File: config.mk
export PLATFORM = sky130hd
export DESIGN_NAME = kbf_front
export DESIGN_NICKNAME = d
export VERILOG_FILES = /design/src/rtl/kbf_pkg.sv /design/src/rtl/kbf_front.sv
export SDC_FILE = /design/constraint.sdc
export NUM_CORES = 1
export LEC_CHECK = 0
export ABC_CLOCK_PERIOD_IN_PS = 11850
export BUFFER_PORTS_ARGS = -buffer_cell sky130_fd_sc_hd__buf_2
export CORE_ASPECT_RATIO = 0.8
export CORE_MARGIN = 10
export CORE_UTILIZATION = 55
export CTS_BUF_LIST = sky130_fd_sc_hd__clkbuf_8
export DETAILED_ROUTE_END_ITERATION = 8
export HOLD_SLACK_MARGIN = 0.12
export PLACE_DENSITY = 0.76
export SLEW_MARGIN = 15
export SYNTH_ARGS = -nofsm -noshare
export SYNTH_HDL_FRONTEND = slang
export SYNTH_SLANG_ARGS = --single-unit
File: constraint.sdc
create_clock -name clk -period 11.85 [get_ports clk]
set_input_delay 2.37 -clock clk [delete_from_list [all_inputs] [get_ports clk]]
set_output_delay 2.37 -clock clk [all_outputs]
set_load 0.01 [all_outputs]
File: src/rtl/kbf_pkg.sv
package kbf_pkg;

    localparam int KEY_W      = 64;
    localparam int COEF_W     = 31;
    localparam int KLEN_W     = 6;
    localparam int CFG_IDX_W  = 3;
    localparam int MAX_HASHES = 3;
    localparam int HIDX_W     = 2;

    typedef enum logic [1:0] {
        REQ_WINDOW_RESET = 2'd0,
        REQ_PUSH         = 2'd1,
        REQ_INSERT       = 2'd2,
        REQ_QUERY        = 2'd3
    } req_t;

    typedef enum logic [CFG_IDX_W-1:0] {
        CFG_KMER_LENGTH    = 3'd0,
        CFG_REVERSE_ENABLE = 3'd1,
        CFG_HASH_MULT_0    = 3'd2,
        CFG_HASH_ADD_0     = 3'd3,
        CFG_HASH_MULT_1    = 3'd4,
        CFG_HASH_ADD_1     = 3'd5,
        CFG_HASH_MULT_2    = 3'd6,
        CFG_HASH_ADD_2     = 3'd7
    } cfg_reg_t;

    typedef enum logic [1:0] {
        OP_NONE   = 2'd0,
        OP_INSERT = 2'd1,
        OP_QUERY  = 2'd2
    } op_t;

    localparam logic [35:0]       HASH_MOD          = 36'd68719476735;
    localparam logic [KLEN_W-1:0] KMER_LENGTH_RESET = 6'd16;
    localparam logic [KEY_W-1:0]  MIRROR_RESET      = 64'h0000_0000_FFFF_FFFF;

    localparam logic [COEF_W-1:0] MULT_RESET_0 = 31'd1804289383;
    localparam logic [COEF_W-1:0] ADD_RESET_0  = 31'd846930886;
    localparam logic [COEF_W-1:0] MULT_RESET_1 = 31'd1681692777;
    localparam logic [COEF_W-1:0] ADD_RESET_1  = 31'd1714636915;
    localparam logic [COEF_W-1:0] MULT_RESET_2 = 31'd1957747793;
    localparam logic [COEF_W-1:0] ADD_RESET_2  = 31'd424238335;

    typedef struct packed {
        logic [COEF_W-1:0] mult;
        logic [COEF_W-1:0] add;
    } coef_t;

    typedef struct packed {
        op_t              op;
        logic             two_keys;
        logic [KEY_W-1:0] key_a;
        logic [KEY_W-1:0] key_b;
        logic [KEY_W-1:0] fwd;
        logic [KEY_W-1:0] rev;
    } item_t;

    typedef struct packed {
        logic wr;
        logic last;
    } tag_t;

    typedef struct packed {
        logic pop;
        logic clearing;
    } back_ctrl_t;

endpackage

File: src/rtl/kbf_front.sv
module kbf_front (
    input  logic                          clk,
    input  logic                          rst_n,
    input  logic                          start,
    input  logic [1:0]                    req_type,
    input  logic [1:0]                    symbol,
    input  logic [kbf_pkg::KEY_W-1:0]     key,
    input  logic [kbf_pkg::KLEN_W-1:0]    kmer_length,
    input  logic                          reverse_enable,
    input  kbf_pkg::back_ctrl_t           back_ctrl,
    output logic                          busy,
    output logic                          head_valid,
    output kbf_pkg::item_t                head
);

    logic [kbf_pkg::KEY_W-1:0]  window_key_reg;
    logic [kbf_pkg::KEY_W-1:0]  window_key_next;
    logic [kbf_pkg::KEY_W-1:0]  mirror_key_reg;
    logic [kbf_pkg::KEY_W-1:0]  mirror_key_next;
    kbf_pkg::item_t             q_reg [2];
    logic                       wr_ptr_reg;
    logic                       rd_ptr_reg;
    logic [1:0]                 count_reg;
    logic [1:0]                 count_next;

    logic [kbf_pkg::KLEN_W-1:0] eff_len;
    logic [kbf_pkg::KEY_W-1:0]  mask;
    logic [5:0]                 rev_sh;
    logic [1:0]                 comp;
    logic [kbf_pkg::KEY_W-1:0]  push_fwd;
    logic [kbf_pkg::KEY_W-1:0]  push_rev;
    logic                       accept;
    kbf_pkg::item_t             new_item;

    // effective window length and mask
    always_comb
    begin
        eff_len = kmer_length;
        if (kmer_length == 6'd0)
        begin
            eff_len = 6'd1;
        end
        else if (kmer_length > 6'd32)
        begin
            eff_len = 6'd32;
        end
        for (int i = 0; i < 32; i++)
        begin
            mask[2*i +: 2] = {2{(6'(i) < eff_len)}};
        end
    end

    assign rev_sh   = {eff_len[4:0] - 5'd1, 1'b0};
    assign comp     = 2'd3 - symbol;
    assign push_fwd = ((window_key_reg << 2) | {62'd0, symbol}) & mask;
    assign push_rev = (mirror_key_reg >> 2) + ({62'd0, comp} << rev_sh);

    assign busy       = (count_reg == 2'd2) || back_ctrl.clearing;
    assign accept     = start && !busy;
    assign head_valid = (count_reg != 2'd0);
    assign head       = q_reg[rd_ptr_reg];

    // classify the request and roll the window
    always_comb
    begin
        window_key_next   = window_key_reg;
        mirror_key_next   = mirror_key_reg;
        new_item.op       = kbf_pkg::OP_NONE;
        new_item.two_keys = 1'b0;
        new_item.key_a    = key;
        new_item.key_b    = push_rev;
        case (kbf_pkg::req_t'(req_type))
            kbf_pkg::REQ_WINDOW_RESET:
            begin
                window_key_next = '0;
                mirror_key_next = mask;
            end
            kbf_pkg::REQ_PUSH:
            begin
                window_key_next   = push_fwd;
                mirror_key_next   = push_rev;
                new_item.op       = kbf_pkg::OP_INSERT;
                new_item.two_keys = reverse_enable;
                new_item.key_a    = push_fwd;
            end
            kbf_pkg::REQ_INSERT:
            begin
                new_item.op = kbf_pkg::OP_INSERT;
            end
            kbf_pkg::REQ_QUERY:
            begin
                new_item.op = kbf_pkg::OP_QUERY;
            end
            default:
            begin
                new_item.op = kbf_pkg::OP_NONE;
            end
        endcase
        new_item.fwd = window_key_next;
        new_item.rev = mirror_key_next;
    end

    always_comb
    begin
        count_next = count_reg;
        if (accept && !back_ctrl.pop)
        begin
            count_next = count_reg + 2'd1;
        end
        else if (!accept && back_ctrl.pop)
        begin
            count_next = count_reg - 2'd1;
        end
    end

    always_ff @(posedge clk or negedge rst_n)
    begin
        if (!rst_n)
        begin
            window_key_reg <= '0;
            mirror_key_reg <= kbf_pkg::MIRROR_RESET;
            wr_ptr_reg     <= 1'b0;
            rd_ptr_reg     <= 1'b0;
            count_reg      <= 2'd0;
        end
        else
        begin
            if (accept)
            begin
                window_key_reg <= window_key_next;
                mirror_key_reg <= mirror_key_next;
                wr_ptr_reg     <= !wr_ptr_reg;
            end
            if (back_ctrl.pop)
            begin
                rd_ptr_reg <= !rd_ptr_reg;
            end
            count_reg <= count_next;
        end
    end

    always_ff @(posedge clk)
    begin
        if (accept)
        begin
            q_reg[wr_ptr_reg] <= new_item;
        end
    end

endmodule

==> run_results.csv, run 1 <==
group,metric,value,unit
route,dr.first_iter.drc_count,2403,
critical_path,crit_type,"in -> reg",
critical_path,arrival,8130,ps
power,power,7.88,mW
route,viasPerCell,5.96,
synthesis,synth.distinct_cells,78,
timing,fin_crit,7740,ps
clocking,cts_resized,0,
placement,gp_congestion,0.989,
global_route,grt_start_max_net_pins,83,
floorplan,die_width,284,um
clocking,postCtsSetupBuffers,0,
layout,largest_reg_flops,518,
global_route,antenna_found_initial,8,
timing,fmax,129,MHz
synthesis,ys_warn_count,0,
critical_path,cp-start-kind,"input pin",
clocking,clock-root-buffer,"clkbuf_8",
synthesis,synth_nets,2653,
timing,worstMarginPinSlew,1080,ps
floorplan,dieArea,65700,sq um
clocking,cts.clk_slew.worst_paths,60,ps
synthesis,synth-edff-count,518,
flow_run,max_cap_viol_count,0,
critical_path,reg2reg_from,"mirror_key_reg[2]$_DFFE_PN1P_",
floorplan,io_pins,341,
global_route,grt_pass1_wl,131000,um
layout,drive_above_1_share,0.285,
layout,mostFrequentLayoutCell,"edfxtp_1",
layout,final_nets,2981,
power,vdd_drop_max,0.000196,V
synthesis,synth_cells,2504,
synthesis,ys_seq_area_frac,0.616,
synthesis,syn_avg_cell_area,12.3,sq um
placement,portBuffers,340,
timing,slew_headroom,0.275,
hold_path,worstHoldPathCells,2,
layout,areaGrowthSynthToFinish,14.1,%
outcome,outcome,"finished clean",
clocking,cts_buffers,99,
clocking,clk_latency,720,ps
layout,layout_common_cells,"edfxtp_1 (518), nand2_1 (413), buf_2 (339)",
global_route,grt_pass1_vias,21443,
timing,fin_crit_sh,0.653,
floorplan,placementRows,77,
global_route,gr-total-overflow,0,
synthesis,syn_area,30700,sq um
route,drcViolationCount,0,
placement,hpwl,61300,um
timing,setup_viol,0,
critical_path,crit_required,12240,ps
hold_path,hold_path_end,"mirror_key_reg[23]$_DFFE_PN1P_",
clocking,cts.path.max_buffers,3,
route,dr_total_vias,21881,
clocking,cts_tree,"yes",
critical_path,cp_max_fo,15,
global_route,gr-usage-all-layers,0.256,
synthesis,ys_ff_latch,650,
floorplan,coreArea,55200,sq um
clocking,cts_max_level,3,
floorplan,start_util,0.556,
timing,setup_tns,0,ps
critical_path,critPathCaptureType,"flop",
route,routedWlPerCell,23.9,um
floorplan,die_h,231,um
synthesis,async_reset_ff_frac,0.203,
critical_path,r2r_end,"q_reg[0][50]$_DFFE_PP_",
power,p_leak,14.3,nW
timing,slew_violations,0,
hold_path,min_path_type,"reg -> reg",
power,powerDensity,225,nW/um^2
route,firstDrtPassIters,5,
timing,fin_skew,48.4,ps
timing,rsz0062_at_grt,"no",
clocking,cts_hold_buf,0,
route,drtAntennaViolNets,0,
route,routed_wl,87600,um
timing,hold_violations,0,
synthesis,synthFlopType,"edfxtp_1",
critical_path,reg2reg_slack,7830,ps
critical_path,reg2regPathDepth,12,
clocking,cts.sinks,650,
hold_path,min_from,"mirror_key_reg[23]$_DFFE_PN1P_",
==> worst max-delay path by stage <==
stage | startpoint | end | slack [ps] | cells past startpoint
6_report | kmer_length[2] | q_reg[0][42]$_DFFE_PP_ | 4110 | 20
5_1_grt | kmer_length[2] | q_reg[0][42]$_DFFE_PP_ | 3820 | 21
4_1_cts | kmer_length[2] | q_reg[0][42]$_DFFE_PP_ | 4280 | 21
3_5_place_dp | kmer_length[2] | q_reg[0][42]$_DFFE_PP_ | 3540 | 21
3_3_place_gp | kmer_length[2] | q_reg[0][42]$_DFFE_PP_ | 3890 | 21
2_1_floorplan | back_ctrl[0] | q_reg[0][0]$_DFFE_PP_ | 1550 | 5
==> synth_stat cells (36+ instances only) <==
master | number | area share
edfxtp_1 | 518 | 0.51
nand2_1 | 414 | 0.051
mux2_2 | 268 | 0.098
nor2_1 | 186 | 0.023
clkbuf_1 | 123 | 0.015
dfrtp_1 | 100 | 0.082
o21ai_0 | 98 | 0.016
a21oi_1 | 83 | 0.014
inv_1 | 76 | 0.0093
ha_1 | 68 | 0.028
a221o_1 | 61 | 0.020
nand3_1 | 61 | 0.0099
xnor2_1 | 40 | 0.011
a21o_1 | 36 | 0.0088
==> where the power goes <==
| group | switching [mW] | total (mW) | internal, mW |
|---|---|---|---|
| sequential | 0.310 | 3.46 | 3.15 |
| clock | 0.882 | 1.82 | 0.935 |
| combinational | 1.58 | 2.61 | 1.03 |
==> metrics by stage <==
stage	util	setup slack (ps)	hold WS [ps]	cells	area, sq um
after floorplan	-	1550	444	2504	30700
after global placement	0.599	3890	460	3481	33000
after detailed placement	0.599	3540	463	3481	33000
after CTS	0.634	4280	476	3668	35000
after global routing	0.634	3820	496	3671	35000
final	0.635	4110	473	3673	35000
==> final cells by class <==
type / instances / area, sq um
antenna: 5 / 12.5
clock buffer: 115 / 1580
timing repair buffer: 363 / 1880
multi-input combinational: 1640 / 11000
fill: 4269 / 20200
tap: 750 / 938
inverter: 78 / 295
sequential: 650 / 18900
clock inverter: 72 / 383
==> kinds of logic after synthesis <==
| family | Yosys count | synth area share |
|---|---|---|
| AOI/OAI and AO/OA | 436 | 0.100 |
| xor gates and xnor gates | 66 | 0.0188 |
| adders and majority gates | 69 | 0.0284 |
| buffers and inverters | 214 | 0.0264 |
| DFF | 650 | 0.616 |
| muxes | 270 | 0.0990 |
| and+or+nand+nor | 799 | 0.111 |
==> worst max-delay path: stages <==
cell      delay (ps)
buf_2            210
nor2_1           400
a21oi_1          110
or2_2            370
ha_1             380
xor2_1           530
nand3_1          390
nor2_1           230
ha_1             220
fa_1             230
a21o_1           150
a31oi_1          140
nor4_2           330
a311oi_4         190
o21ai_2          320
a31oi_2          240
o41ai_2          530
a21oi_1          170
xnor2_1          380
o21ai_0          220
==> layer usage <==
metal | part of all wire | vias up | track usage
met3 | 0.090 | 141 | 0.0639
li1 | - | 9865 | -
met1 | 0.43 | 10875 | 0.361
met2 | 0.45 | 998 | 0.390
met4 | 0.023 | 2 | 0.0735
met5 | 0.00015 | - | 0
(Power assumes the default switching activity.)
==> inputs of run 2 (changes only) <==
- ABC_CLOCK_PERIOD_IN_PS: 11850 -> 6900
- clock period: 11.85 -> 6.9 ns (I/O delays scaled with it)
==> run 2 against run 1 <==
Against the previous run:
- sequential power is 70% higher
- via count increased by 0.70%
- routed wire length up 0.70%
- register-to-register slack worse by 4900 ps
- cell count grew 1.1%
- total power increased by 73%
- critical path type unchanged
==> run_results.csv, run 2 (same netlist as run 1, synthesis figures left out) <==
group,metric,value,unit
timing,fin_crit_sh,0.911,
route,firstDrtPassIters,5,
global_route,gr-total-overflow,0,
power,p_leak,14.5,nW
placement,pre_cts_slack,79.7,ps
floorplan,coreArea,55200,sq um
critical_path,cpMostUsedCell,"nor2_1",
floorplan,die_h,231,um
clocking,clk_latency,730,ps
placement,portBuffers,340,
timing,fin_skew,28.0,ps
route,drcViolationCount,0,
global_route,grt_pass1_wl,132000,um
clocking,cts.clk_slew.worst_paths,60,ps
critical_path,cp-start-kind,"input pin",
route,routedWlPerCell,23.8,um
timing,slew_headroom,0.175,
global_route,gr-usage-all-layers,0.259,
layout,layout_common_cells,"edfxtp_1 (518), nand2_1 (413), buf_2 (339)",
layout,areaGrowthSynthToFinish,15.3,%
timing,fin_crit,6290,ps
layout,largest_reg_flops,518,
floorplan,io_pins,341,
timing,fmax,159,MHz
floorplan,die_width,284,um
critical_path,critPathSlowestCell,"a32oi_1",
critical_path,crit_type,"in -> reg",
power,vdd_drop_max,0.000434,V
layout,num-fill-cells,4143,
timing,worstMarginPinSlew,1240,ps
global_route,grt_start_max_net_pins,166,
global_route,antenna_found_initial,6,
critical_path,path_buf_inv,4,
clocking,cts_hold_buf,0,
floorplan,dieArea,65700,sq um
hold_path,min_path_type,"reg -> reg",
layout,drive_above_1_share,0.294,
timing,setup_viol,0,
power,powerDensity,386,nW/um^2
timing,setup_slack,611,ps
timing,hold_violations,0,
route,dr_total_vias,22035,
global_route,grt_pass1_vias,21775,
critical_path,crit_required,7350,ps
route,viasPerCell,5.93,
timing,setup_tns,0,ps
critical_path,critPathCaptureType,"flop",
route,drtAntennaViolNets,0,
clocking,postCtsSetupBuffers,0,
layout,stdcell_count,3714,
clocking,clock-root-buffer,"clkbuf_8",
placement,dp.cells,3521,
critical_path,cp_top_family,"compound AO/OA/AOI/OAI gates",
critical_path,cp_max_fo,11,
critical_path,cp_cell_sequence,"buf_2 -> nor2_1 -> buf_4 -> a21oi_1 -> or2_2 -> buf_4 -> clkinv_1 -> ha_1 -> nor2_1 -> nand3_1 -> nor2_1 -> ha_1 -> a211o_1 -> a31oi_1 -> nor4_2 -> a311oi_4 -> o21ai_2 -> a32oi_1 -> nor2b_1 -> o21bai_1 -> xor2_1 -> a221o_1",
critical_path,arrival,6740,ps
floorplan,placementRows,77,
route,routed_wl,88200,um
clocking,cts_buffers,99,
outcome,outcome,"finished clean",
layout,fin_area,35400,sq um
layout,mostFrequentLayoutCell,"edfxtp_1",
flow_run,max_cap_viol_count,0,
clocking,cts.sinks,650,
floorplan,start_util,0.556,
route,dr.first_iter.drc_count,2309,
clocking,cts_tree,"yes",
placement,gp_congestion,1.01,
clocking,cts_max_level,3,
timing,rsz0062_at_grt,"no",
timing,slew_violations,0,
clocking,cts.path.max_buffers,3,
placement,dpl_cell_area,33400,sq um
critical_path,reg2reg_slack,2950,ps
clocking,cts_resized,0,
placement,hpwl,62000,um
critical_path,critPathMaxStageDelay,490,ps
layout,final_nets,3021,
## run 2: worst min-delay path, delay by kind of cell (launching register included)
family           cells  cell delay [ps]
and+or+nand+nor      2              100
DFF                  1              380
## run 2: per-stage QoR
step	utilization	hold WS [ps]	power, mW
floorplan	-	444	8.78
global placement	0.605	462	10.4
detailed placement	0.605	469	10.5
CTS	0.641	478	13.7
global route	0.641	487	14.3
finish	0.641	473	13.7
## run 2: area by class of cell
cell class | instances | area (sq um) | area share
clock inverter | 81 | 510 | 0.0144
inverter | 78 | 295 | 0.00834
antenna | 5 | 12.5 | 0.000353
tap | 750 | 938 | 0.0265
clock buffer | 107 | 1470 | 0.0416
multi-input combinational | 1640 | 11000 | 0.312
timing repair buffer | 403 | 2240 | 0.0634
sequential | 650 | 18900 | 0.534
## run 2: final timing paths
path | to | start | cells after the start
max reg2reg | q_reg[1][50]$_DFFE_PP_ | mirror_key_reg[2]$_DFFE_PN1P_ | 12
max in group asynchronous | rd_ptr_reg$_DFFE_PN0P_ | rst_n | 2
min reg2reg | mirror_key_reg[21]$_DFFE_PN1P_ | mirror_key_reg[21]$_DFFE_PN1P_ | 2
min in group asynchronous | window_key_reg[53]$_DFFE_PN0P_ | rst_n | 1
max | q_reg[1][50]$_DFFE_PP_ | kmer_length[2] | 22
min | mirror_key_reg[21]$_DFFE_PN1P_ | mirror_key_reg[21]$_DFFE_PN1P_ | 2
## run 2: layer usage
metal,routed length [um],GRT usage,vias up
met5,59,0,-
met4,2070,0.0760,8
met3,8340,0.0796,152
met2,40100,0.395,1035
met1,37700,0.355,10881
li1,-,-,9959
## run 2: where the power goes
part | internal [mW] | switching (mW) | total, mW
logic | 1.84 | 2.79 | 4.63
clock network | 1.64 | 1.51 | 3.15
registers | 5.41 | 0.475 | 5.88
total | 8.89 | 4.78 | 13.7
